File: src/rtl/core/wfpd_pkg.sv
`timescale 1ns / 1ps
// ============================================================================
// wfpd_pkg
// Shared types, constants and helpers of the wall-following PD drive block.
// ============================================================================
package wfpd_pkg;

    // Echo time width of the sensor inputs.
    localparam int ECHO_WIDTH = 16;
    localparam int TARGET_W   = 16;

    // PD datapath widths.
    localparam int ERR_W = ((ECHO_WIDTH > TARGET_W) ? ECHO_WIDTH : TARGET_W) + 1;
    localparam int DIF_W = ERR_W + 1;
    localparam int GAIN_W = 10;
    localparam int PE_W  = ERR_W + GAIN_W + 1;
    localparam int PD_W  = DIF_W + GAIN_W + 1;
    localparam int P_W   = ERR_W + 5;
    localparam int SP_W  = P_W + 1;

    // Command queue between classifier and command sequencer.
    localparam int QUEUE_DEPTH = 4;

    // Thresholds on the echo times.
    localparam int FRONT_NEAR  = 500;
    localparam int SIDE_SEEN   = 1000;
    localparam int SIDE_DONE   = 500;
    localparam int FRONT_CRASH = 340;

    // Fixed speeds and hold times.
    localparam int FWD_TRIM   = 65;
    localparam int SPD_HIGH   = 255;
    localparam int SPD_MID    = 190;
    localparam int SPD_LOW    = 70;
    localparam int HOLD_LONG  = 150;
    localparam int HOLD_SHORT = 125;

    // Register reset values.
    localparam logic        RST_FOLLOW_SIDE     = 1'b0;
    localparam logic [15:0] RST_DISTANCE_TARGET = 16'd25;
    localparam logic [7:0]  RST_BASE_SPEED      = 8'd235;
    localparam logic [7:0]  RST_SPEED_CEILING   = 8'd255;
    localparam logic [7:0]  RST_SPEED_FLOOR     = 8'd205;
    localparam logic [9:0]  RST_GAIN_PROP       = 10'd179;
    localparam logic [9:0]  RST_GAIN_DERIV      = 10'd46;

    localparam int CFG_INDEX_W = 3;
    localparam int CFG_DATA_W  = 16;

    typedef enum logic [CFG_INDEX_W-1:0] {
        CFG_FOLLOW_SIDE     = 3'd0,
        CFG_DISTANCE_TARGET = 3'd1,
        CFG_BASE_SPEED      = 3'd2,
        CFG_SPEED_CEILING   = 3'd3,
        CFG_SPEED_FLOOR     = 3'd4,
        CFG_GAIN_PROP       = 3'd5,
        CFG_GAIN_DERIV      = 3'd6
    } cfg_idx_t;

    typedef enum logic [1:0] {
        DRV_FWD   = 2'd0,
        DRV_BACK  = 2'd1,
        DRV_LEFT  = 2'd2,
        DRV_RIGHT = 2'd3
    } drive_t;

    typedef enum logic [1:0] {
        PH_FIRST = 2'd0,
        PH_BACK  = 2'd1,
        PH_TURN  = 2'd2
    } phase_t;

    typedef struct packed {
        logic              follow_side;
        logic [15:0]       distance_target;
        logic [7:0]        base_speed;
        logic [7:0]        speed_ceiling;
        logic [7:0]        speed_floor;
        logic [GAIN_W-1:0] gain_prop;
        logic [GAIN_W-1:0] gain_deriv;
    } cfg_t;

    typedef struct packed {
        logic [ECHO_WIDTH-1:0] front_echo;
        logic [ECHO_WIDTH-1:0] side_echo;
    } in_t;

    typedef struct packed {
        drive_t     drive;
        logic [7:0] speed_a;
        logic [7:0] speed_b;
        logic [7:0] hold_ms;
        logic       last;
    } out_t;

    typedef struct packed {
        drive_t     drive;
        logic [7:0] speed_a;
        logic [7:0] speed_b;
    } cmd_t;

    // One queued sample: its main command (if any) and the back-up pair flag.
    typedef struct packed {
        logic has_main;
        logic crash;
        logic right_mode;
        cmd_t main;
    } rec_t;

    function automatic logic [7:0] sat8(input logic signed [SP_W-1:0] v);
        logic [7:0] res;
        if (v < 0) begin
            res = 8'd0;
        end else if (v > $signed(SP_W'(255))) begin
            res = 8'd255;
        end else begin
            res = v[7:0];
        end
        return res;
    endfunction

endpackage

File: src/rtl/core/wfpd_front.sv
`timescale 1ns / 1ps
// ============================================================================
// wfpd_front
// Accepts echo samples, tracks the turn state and computes the PD command.
// ============================================================================
module wfpd_front (
    input  logic            aclk,
    input  logic            aresetn,
    input  wfpd_pkg::cfg_t  cfg,
    input  logic            s_valid,
    output logic            s_ready,
    input  wfpd_pkg::in_t   s_data,
    output logic            q_push,
    output wfpd_pkg::rec_t  q_rec,
    input  logic            q_full
);

    localparam int EW    = wfpd_pkg::ECHO_WIDTH;
    localparam int ERR_W = wfpd_pkg::ERR_W;
    localparam int DIF_W = wfpd_pkg::DIF_W;
    localparam int PE_W  = wfpd_pkg::PE_W;
    localparam int PD_W  = wfpd_pkg::PD_W;
    localparam int P_W   = wfpd_pkg::P_W;
    localparam int SP_W  = wfpd_pkg::SP_W;

    typedef struct packed {
        logic           is_pd;
        logic           has_main;
        logic           crash;
        logic           right_mode;
        wfpd_pkg::cmd_t main;
    } tag_t;

    // Turn state and PD memory.
    logic                    turn_left_reg, turn_left_next;
    logic                    turn_right_reg, turn_right_next;
    logic signed [ERR_W-1:0] prev_err_reg, prev_err_next;

    // Pipeline stages.
    logic                    s1_valid_reg, s2_valid_reg, s3_valid_reg;
    tag_t                    s1_tag_reg, s2_tag_reg, s3_tag_reg;
    tag_t                    tag_next;
    logic signed [ERR_W-1:0] s1_err_reg;
    logic signed [DIF_W-1:0] s1_dif_reg;
    logic signed [PE_W-1:0]  s2_pe_reg;
    logic signed [PD_W-1:0]  s2_pd_reg;
    logic signed [P_W-1:0]   s3_p_reg;

    logic                    adv;
    logic                    accept;
    logic [EW-1:0]           front, side;
    logic signed [ERR_W-1:0] err;
    logic signed [DIF_W-1:0] dif;
    logic signed [PE_W-1:0]  pe_adj;
    logic signed [PD_W-1:0]  pd_adj;
    logic signed [P_W-1:0]   p_sum;
    logic signed [SP_W-1:0]  r_spd, l_spd, ceil_s, floor_s;
    wfpd_pkg::cmd_t          pd_cmd;

    // A stage-3 sample that needs no command does not wait for queue space.
    assign adv     = !(s3_valid_reg && (s3_tag_reg.has_main || s3_tag_reg.crash) && q_full);
    assign s_ready = adv;
    assign accept  = s_valid && s_ready;
    assign front   = s_data.front_echo;
    assign side    = s_data.side_echo;

    assign err = $signed(ERR_W'(side)) - $signed(ERR_W'(cfg.distance_target));
    assign dif = DIF_W'(err) - DIF_W'(prev_err_reg);

    // Classify the sample against the turn state it finds.
    always_comb begin
        turn_left_next      = turn_left_reg;
        turn_right_next     = turn_right_reg;
        prev_err_next       = prev_err_reg;
        tag_next.is_pd      = 1'b0;
        tag_next.has_main   = 1'b0;
        tag_next.crash      = (front < EW'(wfpd_pkg::FRONT_CRASH));
        tag_next.right_mode = cfg.follow_side;
        tag_next.main       = '{wfpd_pkg::DRV_FWD, 8'd0, 8'd0};
        if (!turn_left_reg && !turn_right_reg) begin
            if (side < EW'(wfpd_pkg::SIDE_SEEN)) begin
                if (front < EW'(wfpd_pkg::FRONT_NEAR)) begin
                    turn_right_next = 1'b1;
                end else begin
                    tag_next.is_pd    = 1'b1;
                    tag_next.has_main = 1'b1;
                    prev_err_next     = err;
                end
            end else if (cfg.follow_side) begin
                turn_right_next = 1'b1;
            end else begin
                turn_left_next = 1'b1;
            end
        end else if (turn_left_reg) begin
            tag_next.has_main = 1'b1;
            if (cfg.follow_side) begin
                tag_next.main = '{wfpd_pkg::DRV_LEFT, 8'd0, 8'(wfpd_pkg::SPD_MID)};
            end else begin
                tag_next.main = '{wfpd_pkg::DRV_LEFT, 8'(wfpd_pkg::SPD_LOW),
                                  8'(wfpd_pkg::SPD_MID)};
            end
            if (side <= EW'(wfpd_pkg::SIDE_DONE)) begin
                turn_left_next = 1'b0;
            end
        end else begin
            tag_next.has_main = 1'b1;
            if (cfg.follow_side) begin
                tag_next.main = '{wfpd_pkg::DRV_RIGHT, 8'(wfpd_pkg::SPD_HIGH),
                                  8'(wfpd_pkg::SPD_LOW)};
            end else begin
                tag_next.main = '{wfpd_pkg::DRV_RIGHT, 8'(wfpd_pkg::SPD_HIGH), 8'd0};
            end
            if (side <= EW'(wfpd_pkg::SIDE_DONE)) begin
                turn_right_next = 1'b0;
            end
        end
    end

    // Division by 256 truncating toward zero: bias negative values first.
    always_comb begin
        pe_adj = s2_pe_reg + $signed(PE_W'(s2_pe_reg[PE_W-1] ? 255 : 0));
        pd_adj = s2_pd_reg + $signed(PD_W'(s2_pd_reg[PD_W-1] ? 255 : 0));
        p_sum  = P_W'($signed(pe_adj[PE_W-1:8])) + P_W'($signed(pd_adj[PD_W-1:8]));
    end

    // Wheel speeds, ceiling clamp and the drive decision around the floor.
    always_comb begin
        ceil_s  = SP_W'($signed({1'b0, cfg.speed_ceiling}));
        floor_s = SP_W'($signed({1'b0, cfg.speed_floor}));
        r_spd   = SP_W'($signed({1'b0, cfg.base_speed})) + SP_W'(s3_p_reg);
        l_spd   = SP_W'($signed({1'b0, cfg.base_speed})) - SP_W'(s3_p_reg);
        if (r_spd > ceil_s) begin
            r_spd = ceil_s;
        end
        if (l_spd > ceil_s) begin
            l_spd = ceil_s;
        end
        if (r_spd <= floor_s && l_spd > floor_s) begin
            pd_cmd = '{wfpd_pkg::DRV_RIGHT, wfpd_pkg::sat8((floor_s <<< 1) - r_spd),
                       wfpd_pkg::sat8(l_spd)};
        end else if (l_spd <= floor_s && r_spd > floor_s) begin
            pd_cmd = '{wfpd_pkg::DRV_LEFT, wfpd_pkg::sat8(r_spd),
                       wfpd_pkg::sat8((floor_s <<< 1) - l_spd)};
        end else begin
            pd_cmd = '{wfpd_pkg::DRV_FWD,
                       wfpd_pkg::sat8(r_spd - SP_W'(wfpd_pkg::FWD_TRIM)),
                       wfpd_pkg::sat8(l_spd)};
        end
    end

    always_comb begin
        q_rec.has_main   = s3_tag_reg.has_main;
        q_rec.crash      = s3_tag_reg.crash;
        q_rec.right_mode = s3_tag_reg.right_mode;
        q_rec.main       = s3_tag_reg.is_pd ? pd_cmd : s3_tag_reg.main;
    end

    assign q_push = adv && s3_valid_reg && (s3_tag_reg.has_main || s3_tag_reg.crash);

    always_ff @(posedge aclk) begin
        if (!aresetn) begin
            turn_left_reg  <= 1'b0;
            turn_right_reg <= 1'b0;
            prev_err_reg   <= '0;
            s1_valid_reg   <= 1'b0;
            s2_valid_reg   <= 1'b0;
            s3_valid_reg   <= 1'b0;
        end else begin
            if (accept) begin
                turn_left_reg  <= turn_left_next;
                turn_right_reg <= turn_right_next;
                prev_err_reg   <= prev_err_next;
            end
            if (adv) begin
                s1_valid_reg <= s_valid;
                s2_valid_reg <= s1_valid_reg;
                s3_valid_reg <= s2_valid_reg;
            end
        end
    end

    always_ff @(posedge aclk) begin
        if (adv) begin
            s1_tag_reg <= tag_next;
            s1_err_reg <= err;
            s1_dif_reg <= dif;
            s2_tag_reg <= s1_tag_reg;
            s2_pe_reg  <= PE_W'(s1_err_reg) * PE_W'($signed({1'b0, cfg.gain_prop}));
            s2_pd_reg  <= PD_W'(s1_dif_reg) * PD_W'($signed({1'b0, cfg.gain_deriv}));
            s3_tag_reg <= s2_tag_reg;
            s3_p_reg   <= p_sum;
        end
    end

endmodule

File: src/rtl/core/wfpd_queue.sv
`timescale 1ns / 1ps
// ============================================================================
// wfpd_queue
// Small FIFO of per-sample command records between classifier and sequencer.
// ============================================================================
module wfpd_queue #(
    parameter int DEPTH = wfpd_pkg::QUEUE_DEPTH
) (
    input  logic           aclk,
    input  logic           aresetn,
    input  logic           push,
    input  wfpd_pkg::rec_t push_rec,
    output logic           full,
    input  logic           pop,
    output logic           valid,
    output wfpd_pkg::rec_t head
);

    localparam int PTR_W = (DEPTH > 1) ? $clog2(DEPTH) : 1;
    localparam int CNT_W = $clog2(DEPTH + 1);

    wfpd_pkg::rec_t     mem [DEPTH];
    logic [PTR_W-1:0]   wr_ptr_reg, rd_ptr_reg;
    logic [CNT_W-1:0]   count_reg;

    assign full  = (count_reg == CNT_W'(DEPTH));
    assign valid = (count_reg != '0);
    assign head  = mem[rd_ptr_reg];

    always_ff @(posedge aclk) begin
        if (push) begin
            mem[wr_ptr_reg] <= push_rec;
        end
    end

    always_ff @(posedge aclk) begin
        if (!aresetn) begin
            wr_ptr_reg <= '0;
            rd_ptr_reg <= '0;
            count_reg  <= '0;
        end else begin
            if (push) begin
                wr_ptr_reg <= (wr_ptr_reg == PTR_W'(DEPTH - 1)) ? '0 : wr_ptr_reg + 1'b1;
            end
            if (pop) begin
                rd_ptr_reg <= (rd_ptr_reg == PTR_W'(DEPTH - 1)) ? '0 : rd_ptr_reg + 1'b1;
            end
            if (push && !pop) begin
                count_reg <= count_reg + 1'b1;
            end else if (pop && !push) begin
                count_reg <= count_reg - 1'b1;
            end
        end
    end

endmodule

File: src/rtl/core/wfpd_back.sv
`timescale 1ns / 1ps
// ============================================================================
// wfpd_back
// Expands queued records into drive commands, one per cycle while m_ready
// does not stall the output, into the output register.
// ============================================================================
module wfpd_back (
    input  logic           aclk,
    input  logic           aresetn,
    input  logic           q_valid,
    input  wfpd_pkg::rec_t q_rec,
    output logic           q_pop,
    output logic           m_valid,
    input  logic           m_ready,
    output wfpd_pkg::out_t m_data
);

    wfpd_pkg::phase_t phase_reg, phase_next;
    logic             m_valid_reg;
    wfpd_pkg::out_t   m_data_reg;
    wfpd_pkg::out_t   cur;
    logic             rec_done;
    logic             load;

    assign load    = q_valid && (!m_valid_reg || m_ready);
    assign q_pop   = load && rec_done;
    assign m_valid = m_valid_reg;
    assign m_data  = m_data_reg;

    // Command produced by the current phase of the head record.
    always_comb begin
        cur      = '{wfpd_pkg::DRV_BACK, 8'(wfpd_pkg::SPD_HIGH), 8'(wfpd_pkg::SPD_MID),
                     8'(wfpd_pkg::HOLD_LONG), 1'b0};
        rec_done = 1'b0;
        case (phase_reg)
            wfpd_pkg::PH_FIRST: begin
                if (q_rec.has_main) begin
                    cur      = '{q_rec.main.drive, q_rec.main.speed_a, q_rec.main.speed_b,
                                 8'd0, !q_rec.crash};
                    rec_done = !q_rec.crash;
                end
            end
            wfpd_pkg::PH_BACK: begin
            end
            wfpd_pkg::PH_TURN: begin
                rec_done = 1'b1;
                if (q_rec.right_mode) begin
                    cur = '{wfpd_pkg::DRV_LEFT, 8'd0, 8'(wfpd_pkg::SPD_MID),
                            8'(wfpd_pkg::HOLD_SHORT), 1'b1};
                end else begin
                    cur = '{wfpd_pkg::DRV_RIGHT, 8'(wfpd_pkg::SPD_HIGH), 8'd0,
                            8'(wfpd_pkg::HOLD_LONG), 1'b1};
                end
            end
            default: begin
            end
        endcase
    end

    always_comb begin
        phase_next = phase_reg;
        if (load) begin
            case (phase_reg)
                wfpd_pkg::PH_FIRST: begin
                    if (!q_rec.has_main) begin
                        phase_next = wfpd_pkg::PH_TURN;
                    end else if (q_rec.crash) begin
                        phase_next = wfpd_pkg::PH_BACK;
                    end
                end
                wfpd_pkg::PH_BACK: phase_next = wfpd_pkg::PH_TURN;
                wfpd_pkg::PH_TURN: phase_next = wfpd_pkg::PH_FIRST;
                default:           phase_next = wfpd_pkg::PH_FIRST;
            endcase
        end
    end

    always_ff @(posedge aclk) begin
        if (!aresetn) begin
            phase_reg   <= wfpd_pkg::PH_FIRST;
            m_valid_reg <= 1'b0;
        end else begin
            phase_reg <= phase_next;
            if (load) begin
                m_valid_reg <= 1'b1;
            end else if (m_ready) begin
                m_valid_reg <= 1'b0;
            end
        end
    end

    always_ff @(posedge aclk) begin
        if (load) begin
            m_data_reg <= cur;
        end
    end

endmodule

File: src/rtl/core/wall_follow_pd_drive.sv
`timescale 1ns / 1ps
// ============================================================================
// wall_follow_pd_drive
// Wall-following PD drive controller: echo samples in, drive commands out.
// ============================================================================
// A new echo sample can be accepted every cycle unless the queue is full and
// the stage-3 sample must be pushed. Each sample passes a three-stage
// classifier (turn state and PD error, the gain multiplies, then truncation,
// speed clamp and drive choice) and, if it yields a command, lands as one
// record in a QUEUE_DEPTH-entry queue. The command sequencer sends one drive
// command per cycle while m_ready allows, finishing each record before it
// takes the next; a sample yields 0 to 3 commands.
// Configuration writes take effect at once and belong in idle periods only.
module wall_follow_pd_drive #(
    parameter int QUEUE_DEPTH = wfpd_pkg::QUEUE_DEPTH
) (
    input  logic                                aclk,
    input  logic                                aresetn,
    input  logic                                cfg_we,
    input  logic [wfpd_pkg::CFG_INDEX_W-1:0]    cfg_index,
    input  logic [wfpd_pkg::CFG_DATA_W-1:0]     cfg_wdata,
    input  logic                                s_valid,
    output logic                                s_ready,
    input  wfpd_pkg::in_t                       s_data,
    output logic                                m_valid,
    input  logic                                m_ready,
    output wfpd_pkg::out_t                      m_data
);

    wfpd_pkg::cfg_t cfg_reg;
    logic           q_push, q_full, q_pop, q_valid;
    wfpd_pkg::rec_t q_push_rec, q_head;

    always_ff @(posedge aclk) begin
        if (!aresetn) begin
            cfg_reg.follow_side     <= wfpd_pkg::RST_FOLLOW_SIDE;
            cfg_reg.distance_target <= wfpd_pkg::RST_DISTANCE_TARGET;
            cfg_reg.base_speed      <= wfpd_pkg::RST_BASE_SPEED;
            cfg_reg.speed_ceiling   <= wfpd_pkg::RST_SPEED_CEILING;
            cfg_reg.speed_floor     <= wfpd_pkg::RST_SPEED_FLOOR;
            cfg_reg.gain_prop       <= wfpd_pkg::RST_GAIN_PROP;
            cfg_reg.gain_deriv      <= wfpd_pkg::RST_GAIN_DERIV;
        end else if (cfg_we) begin
            case (cfg_index)
                wfpd_pkg::CFG_FOLLOW_SIDE:     cfg_reg.follow_side     <= cfg_wdata[0];
                wfpd_pkg::CFG_DISTANCE_TARGET: cfg_reg.distance_target <= cfg_wdata[15:0];
                wfpd_pkg::CFG_BASE_SPEED:      cfg_reg.base_speed      <= cfg_wdata[7:0];
                wfpd_pkg::CFG_SPEED_CEILING:   cfg_reg.speed_ceiling   <= cfg_wdata[7:0];
                wfpd_pkg::CFG_SPEED_FLOOR:     cfg_reg.speed_floor     <= cfg_wdata[7:0];
                wfpd_pkg::CFG_GAIN_PROP: begin
                    cfg_reg.gain_prop <= cfg_wdata[wfpd_pkg::GAIN_W-1:0];
                end
                wfpd_pkg::CFG_GAIN_DERIV: begin
                    cfg_reg.gain_deriv <= cfg_wdata[wfpd_pkg::GAIN_W-1:0];
                end
                default: begin
                end
            endcase
        end
    end

    wfpd_front u_front (
        .aclk    (aclk),
        .aresetn (aresetn),
        .cfg     (cfg_reg),
        .s_valid (s_valid),
        .s_ready (s_ready),
        .s_data  (s_data),
        .q_push  (q_push),
        .q_rec   (q_push_rec),
        .q_full  (q_full)
    );

    wfpd_queue #(
        .DEPTH (QUEUE_DEPTH)
    ) u_queue (
        .aclk     (aclk),
        .aresetn  (aresetn),
        .push     (q_push),
        .push_rec (q_push_rec),
        .full     (q_full),
        .pop      (q_pop),
        .valid    (q_valid),
        .head     (q_head)
    );

    wfpd_back u_back (
        .aclk    (aclk),
        .aresetn (aresetn),
        .q_valid (q_valid),
        .q_rec   (q_head),
        .q_pop   (q_pop),
        .m_valid (m_valid),
        .m_ready (m_ready),
        .m_data  (m_data)
    );

endmodule

File: config.mk
export PLATFORM = sky130hd
export DESIGN_NAME = wall_follow_pd_drive
export DESIGN_NICKNAME = d
export VERILOG_FILES = /design/src/rtl/core/wfpd_pkg.sv /design/src/rtl/core/wfpd_front.sv /design/src/rtl/core/wfpd_queue.sv /design/src/rtl/core/wfpd_back.sv /design/src/rtl/core/wall_follow_pd_drive.sv
export SDC_FILE = /design/constraint.sdc
export NUM_CORES = 2
export LEC_CHECK = 0
export BUFFER_PORTS_ARGS = -buffer_cell sky130_fd_sc_hd__buf_2
export CORE_ASPECT_RATIO = 1.2
export CORE_MARGIN = 2
export CORE_UTILIZATION = 45
export CTS_CLUSTER_SIZE = 12
export DETAILED_ROUTE_END_ITERATION = 16
export PLACE_DENSITY = 0.69
export REMOVE_ABC_BUFFERS = 1
export SLEW_MARGIN = 20
export SYNTH_ARGS = -nofsm -noshare
export SYNTH_HDL_FRONTEND = slang
export SYNTH_HIERARCHICAL = 1
export SYNTH_SLANG_ARGS = --single-unit
File: constraint.sdc
create_clock -name aclk -period 6.85 [get_ports aclk]
set_input_delay 1.0275 -clock aclk [delete_from_list [all_inputs] [get_ports aclk]]
set_output_delay 1.0275 -clock aclk [all_outputs]
set_load 0.1 [all_outputs]
* Yosys cells after proc, flatten, opt, wreduce, memory -nomap -nowiden
Memory sizes are Yosys's and may differ from the RTL's. A register that Yosys moved wholly into a read port is not among the register bits.
Cells that the tools add are included.
** Storage, ports and cells
- Bits in latches :: 0
- Register bits :: 300
- RAM bits :: 84
- Memories kept :: 1
- Output and inout bits :: 29
- Memory bits (read-only) :: 0
** Memories
- u_queue.mem :: depth 4, width 21, read ports 1, clocked after Yosys merged registers in 1, write ports 1, RTL line wfpd_queue.sv:22 : wfpd_pkg::rec_t mem [DEPTH];
** Operators by class
- Reductions and logical operators :: 39
- Magnitude comparators :: 20
- Shifts and indexed selects :: 0
- Add/subtract/negate cells :: 14
- Divide/modulo/power cells :: 0
- Multipliers :: 2
- Mux-type cells :: 51
- Bitwise gates (word level) :: 1
- Eq/ne operators :: 17
** Operators with widths (count)
- $gt A23 B9 Y1 const B :: 5
- $lt A23 B1 Y1 const B :: 5
- $mux W8 :: 12
- $gt A23 B9 Y1 :: 4
- $mux W18 :: 4
- $pmux W27 S2 :: 1
- $le A23 B9 Y1 :: 2
- $mux W23 :: 2
- $sub A10 B23 Y23 :: 2
- $lt A16 B9 Y1 const B :: 2
- $add A29 B9 Y29 :: 1
- $mul A18 B11 Y29 :: 1
- $add A28 B9 Y28 :: 1
- $mul A17 B11 Y28 :: 1
- $mux W27 :: 1
- $mux W26 :: 1
- $add A9 B22 Y23 :: 1
- $sub A23 B8 Y23 const B :: 1
- $sub A9 B22 Y23 :: 1
- $add A20 B21 Y22 :: 1
- $reduce_and A2 Y1 :: 9
- $sub A17 B17 Y18 :: 1
- $mux W1 :: 17
- $sub A16 B16 Y17 :: 1
- other kinds (29) :: 67

* Longest topological paths before layout
- Depth in word-level cells :: 10
- Mapped depth :: 40

* Cells and area by module
Netlist, hierarchy kept.
** By module, submodules not included
- wfpd_front :: instances 1, seq. area each 4854.7 um^2, area an instance 27050.9 um^2, cells an instance 3040
- wfpd_queue :: instances 1, seq. area each 2702.6 um^2, area an instance 3490.8 um^2, cells an instance 153
- wall_follow_pd_drive :: instances 1, seq. area each 1221.2 um^2, area an instance 2497.4 um^2, cells an instance 237
- wfpd_back :: instances 1, seq. area each 720.7 um^2, area an instance 1039.7 um^2, cells an instance 84

* Worst setup path after synthesis
OpenSTA, ideal clock, no wires.
- Kind :: flip-flop to flip-flop
- Start point :: register u_front.s3_p_reg[0]
- End point :: memory u_queue/mem[0][14] (netlist bit) (data pin)
- Clock period less this slack :: 6949 ps
- Setup slack :: -99 ps
- Arrival time :: 6655 ps
- Stages on the path, launching flop included :: 36
- Path buffers :: 4
- Cell sequence :: edfxtp_1 ha_1 fa_1 nor2b_1 o211ai_1 nand2_1 xnor2_1 ha_1 o21a_1 o21a_1 o22ai_1 a21oi_1 a311oi_1 a41o_1 buf_4 buf_2 buf_1 nand2_1 o21ai_0 inv_1 ha_1 clkbuf_1 nor2b_1 o31a_1 o21ai_0 a21oi_1 nor2b_1 a211oi_1 a211o_1 a21oi_1 o31ai_1 nor4b_1 o32ai_1 nand4bb_1 nand2_1 o2111ai_1
** RTL lines
- from (decl) :: RTL line wfpd_front.sv:47 : logic signed [P_W-1:0] s3_p_reg;
- from (signal assigned) :: RTL line wfpd_front.sv:191 : s3_p_reg <= p_sum;
- to (decl) :: RTL line wfpd_queue.sv:22

==> flow_results.org <==
** Run status
- Run status :: finished, violations left
- Failing checks :: negative setup slack

** Critical path
- The largest individual stage delay along the critical path comes from the cell sky130_fd_sc_hd__edfxtp_1.
- Critical path launch point type :: register
- First element of the critical path :: u_front/s3_p_reg[0]
- Max FO, Critical Path :: 10
- R2R Path Start :: u_front/s3_p_reg[0]
- Signal arrival time at the worst endpoint :: approximately 7.2 ns
- Start-to-end type of the worst setup path :: register to register
- Endpoint required time on the critical path :: between 7 and 8 ns
- Slowest stage delay, CP :: around 0.43 ns
- Category of the worst setup path capture point :: register
- Cell with the most instances on the worst path :: sky130_fd_sc_hd__a21oi_2

** Drt
- After detailed routing, the number of remaining DRC violations is 0.
- Total via count after detailed routing :: about 26k
- Dividing the detail-routed via count by the number of cells gives roughly 5.4.
- For this block, the initial DRC count from the detailed router was ~1.6k.
- Once detail routing completed, the nets flagged for antenna violations numbered 0.
- Average wire per standard cell :: around 19 um
- For this run, the detailed router's first-pass iteration total came to 6.
- Final Routed Wirelength :: slightly below 90 mm

** Timing
- Clock skew on the completed layout was measured at 0.0292 ns.
- For this run, the top clock speed supported by timing is roughly 140 MHz.
- In the finished design, the share of the clock period the worst path needs comes to 1.01.
- Final setup violation count :: 36
- For the pin with the worst max-slew slack, the measured transition is roughly 1.2 ns.
- Setup repair after global routing missed its margin :: yes
- The number of slew-limit violations in the final report is 0.
- Clock period minus final worst setup slack :: about 7 ns
- The number of endpoints with negative hold slack in the final report came to 0.
- Minimum setup slack in the final design :: -0.0712 ns
- Headroom to the max-slew limit :: 0.229

** Global routing
- Met2 track utilization from global routing :: 0.412
- In the global route stage, met3 resource usage came out at 0.0249.
- Congestion Overflow GR :: 0
- Met1 routing resource usage after global routing :: 0.283
- The layer flagged by global routing as most heavily used is met2.
- The first global-routing pass estimated 143 mm of wire.
- Entering global routing, the biggest net connects 92 pins.
- The number of antenna violations at the first check in global routing is 1.
- The number of global-route vias before repair is 27.1k.
- GRT Util Overall :: 0.233

** Layout
- Leaving out fill and tap cells, the most frequent cell in the layout is sky130_fd_sc_hd__inv_1.
- For this run, the number of standard cells in the final layout without fillers is approximately 4.8k.
- The register with the most flip-flops in the layout has between 80 and 90 of them.
- Total number of nets in the final design :: approximately 4.4k
- Most frequent cells in the layout :: sky130_fd_sc_hd__inv_1 (472), sky130_fd_sc_hd__nand2_1 (331), sky130_fd_sc_hd__fa_1 (318)
- Filler cell count in the final layout :: approximately 6.7k
- Summing all multi-input logic gate instances after layout gives between 20,000 and 25,000 um^2.
- In the final layout, the share of cells above drive strength 1 is 0.164.
- Compared with the post-synthesis result, the final layout area differs by 15.6%.
- Summing all flip-flop and latch instances after layout gives around 9500 um^2.

** Clock network
- Buffers inserted during clock tree synthesis total 40.
- After clock tree synthesis, the clock-pin slew on the worst setup and hold paths is ~0.06 ns.
- TritonCTS built the clock tree.
- The clock tree synthesis step divided the H-tree into 2 levels.
- At the later pin of the worst-skew pair, clock insertion delay measures just under 0.6 ns.
- Number of clock sinks :: around 350
- CTS Hold Buffers Added :: 0
- Clk root buf :: sky130_fd_sc_hd__clkbuf_16
- Counting along the longest clock path gives a buffer depth of 3.

** Die
- Total die area :: approximately 80,000 um^2
- Ports placed on the boundary :: 85
- Initial core utilization :: 0.454
- The core region is 75,000 um^2.
- Height of the die :: between 300 and 400 um
- The floorplan has 110 rows.
- Die width :: between 200 and 300 um

** Synth
- The Yosys step of the flow raised 6 warnings.
- Of the total synthesized cell area, the portion taken by full adders, half adders and majority gates is 0.289.
- Counting flops with an async set or reset pin after synthesis yields a share of 0.
- Mux contribution to synthesized area :: 0.0401
- Of the total synthesized cell area, the portion taken by XOR and XNOR cells is 0.0445.
- Post-Synthesis Mean Instance Area :: between 9 and 10 um^2
- Simple-gate share of the synthesized area :: 0.170
- EDFF count, synth :: around 250
- Distinct cell type count after synthesis :: 100
- Share of the synthesized area in compound gates (AO/OA/AOI/OAI) :: 0.106
- Among all flip-flop cells after synthesis, the most frequent one is sky130_fd_sc_hd__edfxtp_1.
- After synthesis the netlist holds a flip-flop and latch count of ~350.
- By area, the combinational part of the netlist is dominated by adder cells.
- The share of the Yosys chip area taken by registers is 0.279.
- Synthesis handed over a netlist of 3,514 instances.
- Synthesized cell area :: 34,100 um^2

** Worst hold path
- Worst hold path type :: register to register
- In this run the most critical hold path is launched from u_front/s2_tag_reg[17].

** Place
- At the end of routability-driven placement, the weighted congestion stood at roughly 0.97.
- Number of input and output port buffers inserted :: about 80
- At the placement stage, the worst setup path has a slack of -0.702 ns.
- Detailed placer's ending HPWL :: slightly below 70 mm
- Number of placed instances with taps included :: 4,712

** Job
- Max-cap violations in this run came to 0.
synthesized netlist by cell type (7+ instances only):
cell | instances | area [um^2]
sky130_fd_sc_hd__buf_6 | 7 | 78.8
sky130_fd_sc_hd__buf_4 | 15 | 113
sky130_fd_sc_hd__mux4_2 | 20 | 450
sky130_fd_sc_hd__mux2i_1 | 82 | 821
sky130_fd_sc_hd__o21ai_1 | 7 | 35.0
sky130_fd_sc_hd__edfxtp_1 | 253 | 7600
sky130_fd_sc_hd__nor2_1 | 196 | 736
sky130_fd_sc_hd__ha_1 | 272 | 3400
sky130_fd_sc_hd__a21oi_1 | 128 | 641
sky130_fd_sc_hd__o31ai_1 | 8 | 60.1
sky130_fd_sc_hd__a21o_1 | 37 | 278
sky130_fd_sc_hd__nand4_1 | 23 | 144
sky130_fd_sc_hd__clkbuf_1 | 88 | 330
sky130_fd_sc_hd__nand2b_1 | 24 | 150
sky130_fd_sc_hd__nor2b_1 | 86 | 538
sky130_fd_sc_hd__o211ai_1 | 14 | 105
sky130_fd_sc_hd__a31o_2 | 7 | 61.3
sky130_fd_sc_hd__o21bai_1 | 11 | 82.6
sky130_fd_sc_hd__o41ai_1 | 8 | 70.1
sky130_fd_sc_hd__o21ai_0 | 119 | 596
sky130_fd_sc_hd__o21a_1 | 41 | 308
sky130_fd_sc_hd__nor3_1 | 55 | 275
sky130_fd_sc_hd__nand3b_1 | 7 | 52.6
sky130_fd_sc_hd__a211oi_1 | 9 | 67.6
sky130_fd_sc_hd__or2_2 | 14 | 87.6
sky130_fd_sc_hd__xor2_1 | 41 | 359
sky130_fd_sc_hd__dfxtp_1 | 95 | 1900
sky130_fd_sc_hd__a21boi_0 | 39 | 293
sky130_fd_sc_hd__nor3b_1 | 8 | 60.1
sky130_fd_sc_hd__nand2_1 | 333 | 1250
sky130_fd_sc_hd__nand3_1 | 45 | 225
sky130_fd_sc_hd__xnor2_1 | 132 | 1160
sky130_fd_sc_hd__and3_1 | 18 | 113
sky130_fd_sc_hd__nor4_1 | 17 | 106
sky130_fd_sc_hd__buf_1 | 8 | 30.0
sky130_fd_sc_hd__o2111ai_1 | 10 | 87.6
sky130_fd_sc_hd__inv_1 | 481 | 1810
sky130_fd_sc_hd__or3_1 | 25 | 156
sky130_fd_sc_hd__fa_1 | 322 | 6450
sky130_fd_sc_hd__buf_2 | 18 | 90.1
sky130_fd_sc_hd__and2_1 | 233 | 1460
sky130_fd_sc_hd__a31oi_1 | 25 | 156
repair_timing:
| item | CTS | global route |
|---|---|---|
| gates resized for setup | 69 | 121 |
| setup endpoints to repair | 64 | 66 |
| gates cloned | 0 | 1 |
| pin swaps | 39 | 71 |
| endpoints found under the hold margin | 0 | 0 |
| setup buffers | 19 | 30 |
layout make-up:
class / instances / share of cell area
diodes: 2 / 0.000127
clock buffers: 57 / 0.0283
clock inverters: 15 / 0.00457
inverters: 484 / 0.0464
multi-input cells: 2546 / 0.579
flip-flops and latches: 348 / 0.241
well taps: 1008 / 0.0320
repair buffers: 371 / 0.0680
cell families after synthesis:
kind of cell	count (synthesis)
AO/OA/AOI/OAI	543
XOR/XNOR	173
adder cells (fa/ha/maj)	594
buffers and inverters	620
flip-flops	348
multiplexers	109
AND/OR/NAND/NOR	1127
metal layers:
metal	part of all wire	vias to the layer above	wire, um
met5	0	-	0
met4	0.052	0	4670
met3	0.050	215	4440
met2	0.50	713	44900
met1	0.40	12900	35500
li1	-	12400	-
critical path, delay by kind of cell (launching register included):
family / cells / cell delay, ns
buf+inv: 5 / 0.78
mux: 1 / 0.37
compound gates: 16 / 2.72
simple gates: 5 / 1.12
fa+ha+maj: 4 / 1.05
flops: 1 / 0.43
xor+xnor: 1 / 0.16
per-stage QoR:
| stage | hold slack (ns) | TNS (ns) | utilization | instance area [um^2] |
|---|---|---|---|---|
| floorplan | 0.400 | -2.50 | - | 33400 |
| global placement | 0.401 | -30.03 | 0.493 | 37000 |
| detailed placement | 0.405 | -40.26 | 0.493 | 37000 |
| CTS | 0.410 | 0 | 0.515 | 38600 |
| global route | 0.421 | -16.40 | 0.525 | 39400 |
| finish | 0.404 | -1.28 | 0.525 | 39400 |
final timing paths:
check,endpoint,slack [ns],cells past startpoint
setup / recovery,u_queue/mem[2][13],-0.07,32
hold / removal,u_front/s3_tag_reg[17],0.40,0
setup reg to reg,u_queue/mem[2][13],-0.07,32
hold reg to reg,u_front/s3_tag_reg[17],0.40,0
Power is left out: the tool's default activity adds up to more than one toggle a clock period on the data nets, which glitch-free logic cannot reach.
